**config.mk**
```make
export PLATFORM = sky130hd
export DESIGN_NAME = gha_ctrl
export DESIGN_NICKNAME = d
export VERILOG_FILES = /design/src/hw/rtl/generational_handle_allocator_unit_defines.svh /design/src/hw/rtl/gha_pkg.sv /design/src/hw/rtl/gha_ctrl.sv
export SDC_FILE = /design/constraint.sdc
export NUM_CORES = 1
export LEC_CHECK = 0
export BUFFER_PORTS_ARGS = -buffer_cell sky130_fd_sc_hd__buf_2
export CORE_AREA = 4 4 41 43
export CTS_CLUSTER_SIZE = 28
export DETAILED_ROUTE_END_ITERATION = 7
export DIE_AREA = 0 0 45 47
export PLACE_DENSITY_LB_ADDON = 0.2
export RECOVER_POWER = 100
export SKIP_CTS_REPAIR_TIMING = 1
export SLEW_MARGIN = 10
export SYNTH_ARGS = -nofsm -noshare
export SYNTH_HDL_FRONTEND = slang
export SYNTH_SLANG_ARGS = --single-unit
```
**constraint.sdc**
```tcl
create_clock -name i_clk -period 1.8 [get_ports i_clk]
set_clock_uncertainty 0.15 [all_clocks]
set_input_delay 0.27 -clock i_clk [delete_from_list [all_inputs] [get_ports i_clk]]
set_output_delay 0.27 -clock i_clk [all_outputs]
set_load 0.02 [all_outputs]
```
**src/hw/rtl/generational_handle_allocator_unit_defines.svh**
```systemverilog
// Assertion macros used by the handle allocator datapath.
`ifndef GENERATIONAL_HANDLE_ALLOCATOR_UNIT_DEFINES_SVH
`define GENERATIONAL_HANDLE_ALLOCATOR_UNIT_DEFINES_SVH

`ifndef NO_ASSERTIONS

// Same-cycle implication, disabled while reset is held.
`define GHA_ASSERT_IMP(lbl, clk, rstn, ante, cons) \
    lbl: assert property (@(posedge clk) disable iff (!rstn) (ante) |-> (cons)) \
        else $error("handle allocator check failed");

// Next-cycle implication, disabled while reset is held.
`define GHA_ASSERT_NXT(lbl, clk, rstn, ante, cons) \
    lbl: assert property (@(posedge clk) disable iff (!rstn) (ante) |=> (cons)) \
        else $error("handle allocator check failed");

`else

`define GHA_ASSERT_IMP(lbl, clk, rstn, ante, cons)
`define GHA_ASSERT_NXT(lbl, clk, rstn, ante, cons)

`endif

`endif

```
**src/hw/rtl/gha_pkg.sv**
```systemverilog
// Shared types and constants of the generational handle allocator.
package gha_pkg;

    localparam int DEFAULT_CAPACITY = 1024;
    // Width that holds any index or count for the largest allowed capacity.
    localparam int WIDE_W   = 17;
    localparam int INDEX_W  = 10;
    localparam int GEN_W    = 32;
    localparam int TOTAL_W  = 11;
    localparam int STATUS_W = 2;

    typedef enum logic [1:0] {
        CMD_CREATE  = 2'd0,
        CMD_DESTROY = 2'd1,
        CMD_CHECK   = 2'd2,
        CMD_CLEAR   = 2'd3
    } t_cmd;

    typedef logic [STATUS_W-1:0] t_status;
    localparam t_status ST_OK   = 2'd0;
    localparam t_status ST_FULL = 2'd1;
    localparam t_status ST_DEAD = 2'd2;

    typedef enum logic [1:0] {
        S_IDLE,
        S_FETCH,
        S_POPGEN,
        S_EXEC
    } t_state;

    // Commands from the controller to the datapath.
    typedef struct packed {
        logic capture;
        logic pop_addr;
        logic exec;
    } t_dp_cmd;

    // Status from the datapath to the controller.
    typedef struct packed {
        logic pop_pending;
    } t_dp_sts;

endpackage

```
**src/hw/rtl/gha_ctrl.sv**
```systemverilog
// Controller state machine of the generational handle allocator.
module gha_ctrl
    import gha_pkg::*;
(
    input  logic    i_clk,
    input  logic    i_rst_n,
    input  logic    start,
    output logic    busy,
    input  t_dp_sts i_sts,
    output t_dp_cmd o_cmd
);

    t_state r_state;
    t_state n_state;

    // State register.
    always_ff @(posedge i_clk) begin
        if (!i_rst_n) begin
            r_state <= S_IDLE;
        end else begin
            r_state <= n_state;
        end
    end

    // Next state and datapath commands.
    always_comb begin
        n_state        = r_state;
        o_cmd.capture  = 1'b0;
        o_cmd.pop_addr = 1'b0;
        o_cmd.exec     = 1'b0;
        busy           = 1'b1;
        unique case (r_state)
            S_IDLE: begin
                busy = 1'b0;
                if (start) begin
                    o_cmd.capture = 1'b1;
                    n_state       = S_FETCH;
                end
            end
            S_FETCH: begin
                // A create that pops must first read the freed index.
                if (i_sts.pop_pending) begin
                    n_state = S_POPGEN;
                end else begin
                    n_state = S_EXEC;
                end
            end
            S_POPGEN: begin
                o_cmd.pop_addr = 1'b1;
                n_state        = S_EXEC;
            end
            S_EXEC: begin
                o_cmd.exec = 1'b1;
                n_state    = S_IDLE;
            end
            default: begin
                n_state = S_IDLE;
            end
        endcase
    end

endmodule

```
## Word level (Yosys, flattened, before mapping)

Cells that the tools add are included.

| word-level totals | value |
|---|---|
| bits in registers | 2 |
| input port bits | 4 |
| output and inout bits | 4 |
| logic and storage cells | 14 |

| cells by class | value |
|---|---|
| equality and inequality tests | 4 |
| muxes and demuxes | 8 |
| reduce and logical (&&, ||, !) cells | 1 |

Operators by type and width:

| kind | count |
|---|---|
| one-hot mux 2 bit (4 select lines) | 1 |
| 2-to-1 mux 1 bit | 6 |
| equality test 2 bit (second input constant) | 2 |
| equality test 2 x 1 -> 1 bit (second input constant) | 1 |
| logical NOT 2 bit | 1 |
| 2-to-1 mux 2 bit | 1 |
| != test 2 bit (second input constant) | 1 |

## Logic depth before layout (Yosys ltp)

| logic depth | value |
|---|---|
| word-level depth | 2 |
| depth in mapped cells | 5 |
| gate-level depth less buffers | 5 |

## Worst setup path before layout

Ideal clock, no wire load.

| path | value |
|---|---|
| kind | reg-to-output |
| start point | register r_state[1] |
| end point | output o_cmd[2] (netlist name) |
| data arrival time | 0.910 ns |
| path slack | 0.470 ns |
| stages on the path, launching flop included | 4 |
| cells stage by stage | dfxtp_1 > inv_1 > ha_1 > and2_2 |

RTL lines:

| item | RTL line | text |
|---|---|---|
| from (decl) | gha_ctrl.sv:13 | `t_state r_state;` |
| from (signal assigned) | gha_ctrl.sv:21 | `r_state <= n_state;` |
| to (decl) | gha_ctrl.sv:10 | `output t_dp_cmd o_cmd` |

==> flow_summary.json <==
{
  "run_status": "finished, final reports clean",
  "top_register": "r_state",
  "synth_area_leaders": "ha_1, dfxtp_1, a221oi_2",
  "fill_cells": 153,
  "max_slew_margin_pct": 82.9,
  "period_needed_ns": 1.66,
  "p_leak_uw": 0.000132,
  "clock_latency_ns": 0.22,
  "vdd_drop_max_uv": 628,
  "die_h_um": 47,
  "final_cell_mix": "inv_1, ha_1, clkbuf_4, buf_2, clkbuf_1",
  "wl_per_cell_um": 8.18,
  "die_area_mm2": 0.00212,
  "layout-drive-gt1-share_pct": 41.4,
  "clk_pin_slew_ns": 0.03,
  "fin_hold_ws_ns": 0.131,
  "h-tree-depth": 1,
  "diodes": 0,
  "critPathArrivalTime_ns": 1.24,
  "start_kind": "flop",
  "finalHoldViolCount": 0,
  "core_region_area_mm2": 0.00130,
  "grt_use_total_pct": 4.81,
  "cts_sinks": 2,
  "gp_congestion": 0.603,
  "largest_register_ffs": 2,
  "max_freq_mhz": 601,
  "post-place-cells": 41,
  "ys.warnings.count": 0,
  "stdcell_count": 44,
  "grt_start_max_net_pins": 6,
  "setup-violations-final": 0,
  "cellPowerDensity_mw_per_mm2": 1670,
  "tns_ns": 0,
  "critPathKind": "reg2out",
  "final_nets": 40,
  "synth_cell_types": 10,
  "syn_nets": 28,
  "syn_avg_cell_area_um2": 10.0,
  "reg2reg_from": "r_state[0]",
  "clockRootBuffer": "clkbuf_4",
  "antenna_found_initial": 0,
  "cts_tree": "done",
  "critPathCaptureType": "output port",
  "synth_top_cell_by_area": "ha_1",
  "drc": 0,
  "via_per_inst": 3.45,
  "critPathLaunch": "r_state[0]",
  "grt_first_pass_wirelength_um": 655,
  "max_cap_viol_count": 0,
  "ys_ff_latch": 2,
  "worst_ep_required_time_ns": 1.38,
  "numCtsBuffers": 3,
  "num_vias": 152,
  "firstDrtPassIters": 2,
  "route.antenna.remaining_nets": 0,
  "crit_fanout": 5,
  "ys_seq_area_share_pct": 21.1,
  "clockBufferDepth": 2,
  "ioPinCount": 8,
  "reg.largest.list": "r_state: 2 flops",
  "timing.final.max_slew_violations": 0,
  "fin_crit_sh_pct": 92.5,
  "holdCritStartpoint": "i_rst_n",
  "rows": 13,
  "drt_iter0_drc": 1,
  "initial_utilization_pct": 14.6,
  "syn_to_final_growth_pct": 36.8,
  "synthCells": 19,
  "routed_wl_um": 360,
  "syn-cell-area_um2": 190,
  "tightest_slew_ns": 0.258,
  "hold_path.class": "in2reg",
  "rsz0062_at_grt": "false",
  "grt-ovfl-total": 0,
  "placement.io_buffers": 7,
  "synth_top_area_share_pct": 32.9,
  "grt_pass1_vias": 168,
  "die_w_um": 45
}
cells in the mapped netlist, drive strengths merged:
library cell,n
nand2b,1
dfxtp,2
inv,4
nor2b,2
and2,1
o21ai,1
ha,5
mux2i,1
nor3,1
a221oi,1
where the power goes:
part / switching (uW) / internal [uW]
Sequential: 21.7 / 66.7
Clock: 24.8 / 73.5
Combinational: 149 / 99.2
Total: 195 / 239
final cells by class:
class                           count  area (um2)  area share [%]
Multi-Input combinational cell     13         131            50.5
Timing Repair Buffer                7        31.3            12.0
Inverter                            4        15.0            5.77
Sequential cell                     2        41.3            15.9
Tap cell                           15        18.8            7.21
Clock buffer                        3        22.5            8.65
worst max-delay path, stage by stage, from the launching register on:
cell and delay, ns:
dfxtp_1 0.36, inv_1 0.12, ha_2 0.23, and2_2 0.17, clkbuf_2 0.15
logic make-up (layout without fill, tap and decap cells):
logic type                 after synthesis  after routing  synth area share [%]
AOI/OAI and AO/OA                        2              2                  12.5
and+or+nand+nor                          5              5                  20.4
adders and majority gates                5              5                  32.9
muxes                                    1              1                  5.26
buffers and inverters                    4             14                  7.89
DFF                                      2              2                  21.1
per-layer routing:
metal | vias up | global-route usage [%] | routed length (um)
met1 | 66 | 4.30 | 177
met4 | 0 | 7.02 | 0
met3 | 0 | 2.30 | 20
li1 | 81 | - | -
met2 | 5 | 6.78 | 162
met5 | - | 0 | 0
worst paths after layout:
path	to	slack [ns]	depth (start not counted)
worst min register to register	r_state[0]	0.43	2
worst min-delay path	r_state[0]	0.13	3
worst max-delay path	o_cmd[2]	0.14	4
worst max register to register	r_state[0]	0.44	5
stage by stage:
stage | worst slack [ns] | power [uW] | util [%] | instance area (um2)
finish | 0.135 | 435 | 20.0 | 260
global route | 0.0538 | 488 | 20.0 | 260
CTS | 0.0563 | 460 | 20.5 | 267
detailed placement | 0.300 | 354 | 18.8 | 244
global placement | 0.309 | 355 | 18.8 | 244
floorplan | 0.470 | 293 | - | 190
No activity file was read; power rests on OpenSTA's default activity.
